**src/design/at_ipd_frame_extractor_defines.svh**
```systemverilog
// assertion macros for the frame extractor
`ifndef AT_IPD_FRAME_EXTRACTOR_DEFINES_SVH
`define AT_IPD_FRAME_EXTRACTOR_DEFINES_SVH

`ifndef SYNTH

`define IPDFX_ASSERT_NOW(label, clk, rst, ante, cons) \
  label: assert property (@(posedge clk) disable iff (rst) (ante) |-> (cons)) \
    else $error("ipdfx check failed");

`define IPDFX_ASSERT_NEXT(label, clk, rst, ante, cons) \
  label: assert property (@(posedge clk) disable iff (rst) (ante) |=> (cons)) \
    else $error("ipdfx check failed");

`else

`define IPDFX_ASSERT_NOW(label, clk, rst, ante, cons)

`define IPDFX_ASSERT_NEXT(label, clk, rst, ante, cons)

`endif

`endif

```
**src/design/ipdfx_pkg.sv**
```systemverilog
package ipdfx_pkg;

  typedef enum logic [1:0] {
    MODE_SCAN = 2'd0,
    MODE_LEN  = 2'd1,
    MODE_COPY = 2'd2
  } mode_t;

  localparam logic KIND_PAYLOAD = 1'b0;
  localparam logic KIND_CLOSED  = 1'b1;

  localparam logic CMD_BYTE  = 1'b0;
  localparam logic CMD_CLEAR = 1'b1;

  localparam logic [2:0] HDR_LEN   = 3'd5;
  localparam logic [2:0] CLOSE_LEN = 3'd6;

  localparam logic [7:0] CH_PLUS  = 8'h2B;
  localparam logic [7:0] CH_COLON = 8'h3A;
  localparam logic [7:0] CH_ZERO  = 8'h30;
  localparam logic [7:0] CH_NINE  = 8'h39;
  localparam logic [7:0] CH_CR    = 8'h0D;
  localparam logic [7:0] CH_LF    = 8'h0A;

  localparam logic [15:0] LEN_MAX = 16'hFFFF;

  function automatic logic [7:0] hdr_char(input logic [2:0] idx);
    logic [7:0] ch;
    case (idx)
      3'd0: ch = 8'h2B;
      3'd1: ch = 8'h49;
      3'd2: ch = 8'h50;
      3'd3: ch = 8'h44;
      3'd4: ch = 8'h2C;
      default: ch = 8'h00;
    endcase
    return ch;
  endfunction

  function automatic logic [7:0] close_char(input logic [2:0] idx);
    logic [7:0] ch;
    case (idx)
      3'd0: ch = 8'h43;
      3'd1: ch = 8'h4C;
      3'd2: ch = 8'h4F;
      3'd3: ch = 8'h53;
      3'd4: ch = 8'h45;
      3'd5: ch = 8'h44;
      default: ch = 8'h00;
    endcase
    return ch;
  endfunction

endpackage

```
**src/design/ipdfx_in_if.sv**
```systemverilog
interface ipdfx_in_if;
  logic       valid;
  logic       ready;
  logic       cmd;
  logic [7:0] rx_byte;

  modport source (output valid, output cmd, output rx_byte, input ready);
  modport sink (input valid, input cmd, input rx_byte, output ready);
endinterface

```
**src/design/ipdfx_out_if.sv**
```systemverilog
interface ipdfx_out_if;
  logic       valid;
  logic       ready;
  logic       kind;
  logic [7:0] payload_byte;
  logic       frame_last;

  modport source (output valid, output kind, output payload_byte, output frame_last,
                  input ready);
  modport sink (input valid, input kind, input payload_byte, input frame_last,
                output ready);
endinterface

```
**src/design/at_ipd_frame_extractor.sv**
```systemverilog
// channel   | dir | word
// ----------+-----+-----------------------------------------
// rx_in     | in  | cmd, rx_byte
// res_out   | out | kind, payload_byte, frame_last
//
// one word is taken per cycle while rx_in is not stalled; its result, if any, shows on res_out the next cycle
// parser state and the output register update in the cycle a word is taken
// rst is synchronous and clears all parser state and the output valid
// rx_in stalls only while a result sits in the output register and res_out is not ready
`include "at_ipd_frame_extractor_defines.svh"

module at_ipd_frame_extractor #(
  parameter int LINE_CAPACITY = 63
) (
  input logic         clk,
  input logic         rst,
  ipdfx_in_if.sink    rx_in,
  ipdfx_out_if.source res_out
);
  import ipdfx_pkg::*;

  localparam int LCW = $clog2(LINE_CAPACITY + 1);

  mode_t            mode, mode_next;
  logic [2:0]       prefix_pos, prefix_pos_next;
  logic [15:0]      length_acc, length_acc_next;
  logic [15:0]      bytes_left, bytes_left_next;
  logic [LCW-1:0]   line_count, line_count_next;
  logic             line_matches, line_matches_next;
  logic             line_overflow, line_overflow_next;
  logic             prev_was_cr, prev_was_cr_next;

  logic             out_valid;
  logic             out_kind;
  logic [7:0]       out_byte;
  logic             out_last;

  logic             accept;
  logic [7:0]       c;
  logic             is_digit;
  logic [19:0]      len_mul;
  logic [15:0]      left_dec;
  logic             emit;
  logic             emit_kind;
  logic             emit_last;
  logic             hdr_done;
  logic             hit;

  assign rx_in.ready = !out_valid || res_out.ready;
  assign accept      = rx_in.valid && rx_in.ready;
  assign c           = rx_in.rx_byte;
  assign is_digit    = (c >= CH_ZERO) && (c <= CH_NINE);
  assign len_mul     = {1'b0, length_acc, 3'b000} + {3'b000, length_acc, 1'b0}
                       + {16'd0, c[3:0]};
  assign left_dec    = (bytes_left != 16'd0) ? bytes_left - 16'd1 : 16'd0;

  // next state
  always_comb begin
    mode_next          = mode;
    prefix_pos_next    = prefix_pos;
    length_acc_next    = length_acc;
    bytes_left_next    = bytes_left;
    line_count_next    = line_count;
    line_matches_next  = line_matches;
    line_overflow_next = line_overflow;
    prev_was_cr_next   = prev_was_cr;
    hdr_done           = 1'b0;
    if (rx_in.cmd == CMD_CLEAR) begin
      mode_next          = MODE_SCAN;
      prefix_pos_next    = 3'd0;
      length_acc_next    = 16'd0;
      bytes_left_next    = 16'd0;
      line_count_next    = '0;
      line_matches_next  = 1'b1;
      line_overflow_next = 1'b0;
      prev_was_cr_next   = 1'b0;
    end else begin
      case (mode)
        MODE_LEN: begin
          if (is_digit) begin
            length_acc_next = (len_mul[19:16] != 4'd0) ? LEN_MAX : len_mul[15:0];
          end else if (c == CH_COLON) begin
            bytes_left_next = length_acc;
            mode_next       = (length_acc != 16'd0) ? MODE_COPY : MODE_SCAN;
          end else begin
            mode_next         = MODE_SCAN;
            prefix_pos_next   = (c == CH_PLUS) ? 3'd1 : 3'd0;
            line_count_next   = '0;
            line_matches_next = 1'b1;
          end
        end
        MODE_COPY: begin
          bytes_left_next = left_dec;
          if (left_dec == 16'd0) begin
            mode_next = MODE_SCAN;
          end
        end
        default: begin
          mode_next = MODE_SCAN;
          if (prefix_pos < HDR_LEN && c == hdr_char(prefix_pos)) begin
            prefix_pos_next = prefix_pos + 3'd1;
            if (prefix_pos + 3'd1 == HDR_LEN) begin
              hdr_done          = 1'b1;
              mode_next         = MODE_LEN;
              length_acc_next   = 16'd0;
              prefix_pos_next   = 3'd0;
              line_count_next   = '0;
              line_matches_next = 1'b1;
            end
          end else begin
            prefix_pos_next = (c == CH_PLUS) ? 3'd1 : 3'd0;
          end
          if (!hdr_done) begin
            if (c == CH_CR) begin
              prev_was_cr_next = 1'b1;
            end else if (c == CH_LF) begin
              line_count_next    = '0;
              line_matches_next  = 1'b1;
              line_overflow_next = 1'b0;
              prev_was_cr_next   = 1'b0;
            end else begin
              prev_was_cr_next = 1'b0;
              if (line_count < LCW'(LINE_CAPACITY)) begin
                if (line_count >= LCW'(CLOSE_LEN) || c != close_char(line_count[2:0])) begin
                  line_matches_next = 1'b0;
                end
                line_count_next = line_count + 1'b1;
              end else begin
                line_overflow_next = 1'b1;
              end
            end
          end
        end
      endcase
    end
  end

  // result
  always_comb begin
    emit      = 1'b0;
    emit_kind = KIND_PAYLOAD;
    emit_last = 1'b0;
    hit       = prev_was_cr && !line_overflow && line_matches
                && line_count == LCW'(CLOSE_LEN);
    if (rx_in.cmd == CMD_BYTE) begin
      case (mode)
        MODE_LEN: begin
          emit = 1'b0;
        end
        MODE_COPY: begin
          emit      = 1'b1;
          emit_last = (left_dec == 16'd0);
        end
        default: begin
          if (!hdr_done && c == CH_LF && hit) begin
            emit      = 1'b1;
            emit_kind = KIND_CLOSED;
          end
        end
      endcase
    end
  end

  always_ff @(posedge clk) begin
    if (rst) begin
      mode          <= MODE_SCAN;
      prefix_pos    <= 3'd0;
      length_acc    <= 16'd0;
      bytes_left    <= 16'd0;
      line_count    <= '0;
      line_matches  <= 1'b1;
      line_overflow <= 1'b0;
      prev_was_cr   <= 1'b0;
      out_valid     <= 1'b0;
    end else begin
      if (accept) begin
        mode          <= mode_next;
        prefix_pos    <= prefix_pos_next;
        length_acc    <= length_acc_next;
        bytes_left    <= bytes_left_next;
        line_count    <= line_count_next;
        line_matches  <= line_matches_next;
        line_overflow <= line_overflow_next;
        prev_was_cr   <= prev_was_cr_next;
        out_valid     <= emit;
      end else if (res_out.ready) begin
        out_valid <= 1'b0;
      end
    end
  end

  always_ff @(posedge clk) begin
    if (accept && emit) begin
      out_kind <= emit_kind;
      out_byte <= (emit_kind == KIND_PAYLOAD) ? c : 8'd0;
      out_last <= emit_last;
    end
  end

  assign res_out.valid        = out_valid;
  assign res_out.kind         = out_kind;
  assign res_out.payload_byte = out_byte;
  assign res_out.frame_last   = out_last;

  `IPDFX_ASSERT_NOW(a_copy_has_bytes, clk, rst, mode == MODE_COPY, bytes_left != 16'd0)
  `IPDFX_ASSERT_NOW(a_line_in_cap, clk, rst, 1'b1, line_count <= LCW'(LINE_CAPACITY))
  `IPDFX_ASSERT_NEXT(a_last_ends_copy, clk, rst,
                     accept && rx_in.cmd == CMD_BYTE && mode == MODE_COPY && bytes_left == 16'd1,
                     mode == MODE_SCAN && out_valid && out_last)
  `IPDFX_ASSERT_NOW(a_notice_clean, clk, rst, out_valid && out_kind == KIND_CLOSED, out_byte == 8'd0 && !out_last)

endmodule
```
**src/flat_wrapper.sv**
```systemverilog
// flat-port wrapper written by rule: the top's interface ports become plain ports
module at_ipd_frame_extractor_flat import ipdfx_pkg::*;
#(
  parameter int LINE_CAPACITY = 63
)
  (clk, rst, rx_in_valid, rx_in_cmd, rx_in_rx_byte, rx_in_ready, res_out_valid, res_out_kind, res_out_payload_byte, res_out_frame_last, res_out_ready);
  ipdfx_in_if rx_in_i ();
  ipdfx_out_if res_out_i ();
  input logic clk;
  input logic rst;
  input wire logic [$bits(rx_in_i.valid)-1:0] rx_in_valid;
  input wire logic [$bits(rx_in_i.cmd)-1:0] rx_in_cmd;
  input wire logic [$bits(rx_in_i.rx_byte)-1:0] rx_in_rx_byte;
  output wire logic [$bits(rx_in_i.ready)-1:0] rx_in_ready;
  output wire logic [$bits(res_out_i.valid)-1:0] res_out_valid;
  output wire logic [$bits(res_out_i.kind)-1:0] res_out_kind;
  output wire logic [$bits(res_out_i.payload_byte)-1:0] res_out_payload_byte;
  output wire logic [$bits(res_out_i.frame_last)-1:0] res_out_frame_last;
  input wire logic [$bits(res_out_i.ready)-1:0] res_out_ready;
  assign rx_in_i.valid = rx_in_valid;
  assign rx_in_i.cmd = rx_in_cmd;
  assign rx_in_i.rx_byte = rx_in_rx_byte;
  assign rx_in_ready = rx_in_i.ready;
  assign res_out_valid = res_out_i.valid;
  assign res_out_kind = res_out_i.kind;
  assign res_out_payload_byte = res_out_i.payload_byte;
  assign res_out_frame_last = res_out_i.frame_last;
  assign res_out_i.ready = res_out_ready;
  at_ipd_frame_extractor #(.LINE_CAPACITY(LINE_CAPACITY)) u_core (.clk(clk), .rst(rst), .rx_in(rx_in_i), .res_out(res_out_i));
endmodule
```
**config.mk**
```make
export PLATFORM = sky130hd
export DESIGN_NAME = at_ipd_frame_extractor_flat
export DESIGN_NICKNAME = d
export VERILOG_FILES = /design/src/design/ipdfx_pkg.sv /design/src/design/ipdfx_in_if.sv /design/src/design/ipdfx_out_if.sv /design/src/design/at_ipd_frame_extractor.sv /design/src/flat_wrapper.sv
export VERILOG_INCLUDE_DIRS = /design/src /design/src/design
export SDC_FILE = /design/constraint.sdc
export NUM_CORES = 1
export LEC_CHECK = 0
export ABC_AREA = 0
export BUFFER_PORTS_ARGS = -buffer_cell sky130_fd_sc_hd__buf_4
export CAP_MARGIN = 20
export CORE_ASPECT_RATIO = 1.5
export CORE_MARGIN = 2
export CORE_UTILIZATION = 35
export CTS_CLUSTER_DIAMETER = 50
export DETAILED_ROUTE_END_ITERATION = 12
export PLACE_DENSITY = 0.57
export SLEW_MARGIN = 30
export SYNTH_ARGS = -nofsm -noshare
export SYNTH_HDL_FRONTEND = slang
export SYNTH_SLANG_ARGS = --single-unit
export TNS_END_PERCENT = 100
```
**constraint.sdc**
```tcl
create_clock -name clk -period 5.7 [get_ports clk]
set_clock_uncertainty 0.05 [all_clocks]
set_input_delay 0.285 -clock clk [delete_from_list [all_inputs] [get_ports clk]]
set_output_delay 0.285 -clock clk [all_outputs]
set_load 0.005 [all_outputs]
```
* Yosys cells after proc, flatten, opt, wreduce, memory -nomap -nowiden *
Index checks and enable logic that the tools add are counted.

operators by class
  mux-type cells = 80
  $add $sub $neg = 5
  reductions and logical operators = 32
  bitwise logic cells = 1
  order comparisons = 5
  eq/ne operators = 29

operator list
  operator                                                                 count
  16-bit 2-to-1 mux                                                        9
  8-bit 2-to-1 mux                                                         8
  16-bit case mux with 2 select lines                                      2
  6-bit 2-to-1 mux                                                         9
  7-bit case mux with 6 select lines                                       1
  7-bit case mux with 5 select lines                                       1
  1-bit 2-to-1 mux                                                         34
  16-bit nonzero test                                                      2
  19-bit by 17-bit adder with 20-bit output                                1
  20-bit by 4-bit adder with 20-bit output                                 1
  8-bit by 4-bit equality test with 1-bit output, second input constant    2
  8-bit by 6-bit equality test with 1-bit output, second input constant    2
  16-bit zero test                                                         1
  16-bit by 1-bit subtractor with 16-bit output, second input constant     1
  3-bit 2-to-1 mux                                                         5
  3-bit by 2-bit equality test with 1-bit output, second input constant    4
  3-bit equality test, second input constant                               4
  2-bit 2-to-1 mux                                                         6
  6-bit case mux with 2 select lines                                       1
  5-bit AND reduction                                                      2
  1-bit logical AND                                                        9
  3-bit by 2-bit inequality test with 1-bit output, second input constant  3
  3-bit inequality test, second input constant                             3
  3-bit nonzero test                                                       3
  other kinds (27)                                                         38

word-level totals
  output and inout port bits = 12
  flip-flop bits (word level) = 57

* Longest topological paths before layout *
  depth in word-level cells = 21
  depth in mapped cells = 12
  gate-level depth less buffers = 11

* Worst setup path after synthesis *
No wires, ideal clock.

  path kind = flip-flop to flip-flop
  start point = reg u_core.length_acc[0]
  end point = reg u_core.length_acc[10]
  buffers on the path = 1
  clock period less this slack = 3245 ps
  data required time = 5528 ps
  arrival = 3073 ps
  cell stages (with the launch flop) = 11
  path slack = 2455 ps
  cells stage by stage = dfxtp_1 > fa_1 > fa_1 > a211o_1 > o211ai_1 > a211oi_1 > o41ai_1 > xor2_1 > a41oi_1 > buf_2 > a221o_1

on the way
  longest elaborated chain between the ends = 7

RTL lines
  element                                        RTL line                       text
  from (decl)                                    at_ipd_frame_extractor.sv:26   logic [15:0] length_acc, length_acc_next;
  from (signal assigned)                         at_ipd_frame_extractor.sv:179  length_acc <= length_acc_next;
  19-bit by 17-bit adder with 20-bit output (*)  at_ipd_frame_extractor.sv:53   assign len_mul = {1'b0, length_acc, 3'b000} + {3'b000, length_acc, 1'b0}
  20-bit by 4-bit adder with 20-bit output (*)   at_ipd_frame_extractor.sv:54   + {16'd0, c[3:0]};
  4-bit nonzero test                             at_ipd_frame_extractor.sv:81   length_acc_next = (len_mul[19:16] != 4'd0) ? LEN_MAX : len_mul[15:0];
  16-bit 2-to-1 mux (*)                          at_ipd_frame_extractor.sv:81
  16-bit 2-to-1 mux (*)                          at_ipd_frame_extractor.sv:80   if (is_digit) begin
  16-bit case mux with 2 select lines (*)        at_ipd_frame_extractor.sv:78   case (mode)
  16-bit 2-to-1 mux (*)                          at_ipd_frame_extractor.sv:68   if (rx_in.cmd == CMD_CLEAR) begin

Every way passes the cells marked *; elsewhere a longest branch is shown, timed or not. The select of a mux whose other input is x is not followed.
A chain may end at the register's enable or synchronous reset.

* Worst setup path after layout *
  start point = reg u_core.length_acc[0]
  end point = reg u_core.length_acc[8]

Same word-level chain as after synthesis.

==> reports/results.ini <==
[global_routing]
grt_use_met1_pct = 20.4
antenna_found_initial = 0
grt_max_degree = 33
overflow = 0
use_met2_pct = 32.1
grt_pass1_wl_microns = 18700
grt_use_total_pct = 17.8
grt_util_met3_pct = 2.92
first_global_vias = 3740
busiest_layer = met2

[synthesis]
postSynth.asyncResetShare_pct = 0
synth.largest_area_cell = dfxtp_1
netlist_top_cells_count = 55 x nor2_1, 47 x dfxtp_1, 45 x ha_1, 27 x nand2_1, 25 x a21oi_1
avgSynthCellArea_sq_um = 8.48
synth.most_common_cell = nor2_1
syn_inst = 507
synth_edf_count = 10
syn_nets = 567
synth_area_sq_mm = 0.00430
synth_flop_cell = dfxtp_1
ys_seq_area_share_pct = 28.9
yosysUniqueCellTypes = 70
yosys-top-cells-area = dfxtp_1 22%, ha_1 13%, edfxtp_1 7.0%, nor2_1 4.8%, a221o_1 4.0%
yosysTopAreaCellShare_pct = 21.9
ys_seq_elements = 57
yosys_warnings = 0

[setup_path]
crit_fanout = 16
worstPathArrival_ns = 3.60
max_stage_delay_ns = 0.50
cp.required_ns = 5.87
critPathCaptureType = register
start_kind = register
critPathKind = register to register
worstPathCellList = fa_1 > fa_1 > a211o_1 > o211ai_1 > a211oi_1 > o41ai_1 > xor2_1 > a41oi_1 > buf_4 > a221o_1
cpMostUsedCell = fa_1
slowest_stage = fa_1

[drt]
wire_per_inst_microns = 16.7
drcViolationCount = 0
ant_nets = 0
routed_wl_microns = 11300
vias = 3873
first_pass_iters = 4
first_iter_violations = 184
viasPerCell = 5.74

[floorplanning]
dieArea_sq_mm = 0.0132
start_util_pct = 35.8
fp-row-count = 49
die_y_microns = 140
core-area_sq_mm = 0.0120
die_x_microns = 94.5
io_pins = 25

[cts]
htreeDepth = 3
cts_buffer_depth = 2
cts_buffers = 9
cts_resized = 0
clk_latency_ns = 0.33
cts_hold_buf = 0
clk_pin_slew_ns = 0.05
cts_setup_buffers = 0
cts_tree = built
cts_root_buffer = clkbuf_16
cts_num_sinks = 57

[timing]
period_share_pct = 60.2
fin_tns_setup_ns = 0
hold_violations = 0
rsz0062_at_grt = no
final_max_slew_viol_count = 0
tightest_slew_ns = 0.868
fin_ws_ns = 2.27
setup_viol = 0
hold_ws_ns = 0.125
relSlewSlack_pct = 42.0
fmax_mhz = 291
period_needed_ns = 3.43

[power_and_ir_drop]
irDropWorstVdd_uv = 144
power_density_mw_per_mm2 = 216
p_leak_nw = 2.17
total_power_w = 0.00106

[place]
port_buffers = 24
place_area_sq_mm = 0.00458
pre_cts_ws_ns = 2.24
gp_congestion = 0.885
dp_hpwl_microns = 8440

[run]
drv_cap = 0

[layout]
areaGrowthSynthToFinish_pct = 14.3
finalInstanceArea_sq_mm = 0.00492
drive_gt1_share_pct = 11.1
finalNetCount = 577
diodes = 0

[outcome]
status = completed

[worst_hold_path]
hp-class = input port to register

## final cells by class
class | count | area (sq um)
fillers | 1260 | 7100
multi-input cells | 398 | 2860
flip-flops and latches | 57 | 1240
clock buffers | 12 | 256
repair buffers | 28 | 210
well taps | 153 | 191
inverters | 23 | 86.3
clock inverters | 4 | 75.1
## final timing paths
| path | endpoint | from | slack, ns | cells after the start |
|---|---|---|---|---|
| max | u_core.length_acc[8] | u_core.length_acc[0] | 2.27 | 10 |
| min | u_core.res_out.payload_byte[7] | rx_in_rx_byte[7] | 0.13 | 1 |
| max reg2reg | u_core.length_acc[8] | u_core.length_acc[0] | 2.27 | 10 |
| min reg2reg | u_core.line_matches | u_core.line_matches | 0.41 | 2 |
## kinds of logic after synthesis
group,synth area share [%]
compound gates,23.6
xor+xnor,6.31
fa+ha+maj,14.0
buf+inv,4.89
flops,28.9
mux,0.495
simple gates,21.9
## metal layers
layer	up-vias	routed length [microns]
met5	-	0
met4	0	250
met3	27	347
met2	77	5990
met1	1860	4720
li1	1909	-
## sequential cells by signal, indices dropped and copies added (netlist names)
register,flops
u_core.res_out.payload_byte,8
u_core.prefix_pos,3
u_core.line_count,6
u_core.res_out.valid,1
u_core.bytes_left,16
u_core.mode,2
u_core.res_out.frame_last,1
u_core.res_out.kind,1
u_core.line_matches,1
u_core.prev_was_cr,1
u_core.line_overflow,1
u_core.length_acc,16
## layout by cell type, fill, tap and decap left out, drive strengths merged, types with 8 or more instances in the layout
cell type,netlist,routed
nand2,27,27
a21o,8,8
and3,8,8
a22oi,17,17
a21oi,26,26
nor3,14,14
edfxtp,10,10
clkbuf,23,12
xnor2,15,15
nor4,11,11
xor2,16,16
nand3,19,19
a221o,17,17
buf,6,28
nor2,55,55
o21ai,22,22
ha,45,45
dfxtp,47,47
inv,23,24
## worst max-delay path, delay by kind of cell, from the launching register on
| family | cells | cell delay, ns |
|---|---|---|
| adders and majority gates | 2 | 0.99 |
| DFF | 1 | 0.42 |
| xor gates and xnor gates | 1 | 0.18 |
| AOI/OAI and AO/OA | 6 | 1.44 |
| buffers and inverters | 1 | 0.23 |
## power by group
group          internal [W]  switching, W  total [W]
Sequential         0.000411    0.00000180   0.000413
Clock              0.000407      0.000187   0.000594
Combinational     0.0000208     0.0000359  0.0000567
## metrics by stage
| stage | utilization (%) | cells |
|---|---|---|
| 2_1_floorplan | - | 507 |
| 3_3_place_gp | 38.1 | 659 |
| 3_5_place_dp | 38.2 | 659 |
| 4_1_cts | 40.9 | 675 |
| 5_1_grt | 40.9 | 675 |
| 6_report | 40.9 | 675 |
(Power assumes the default switching activity.)
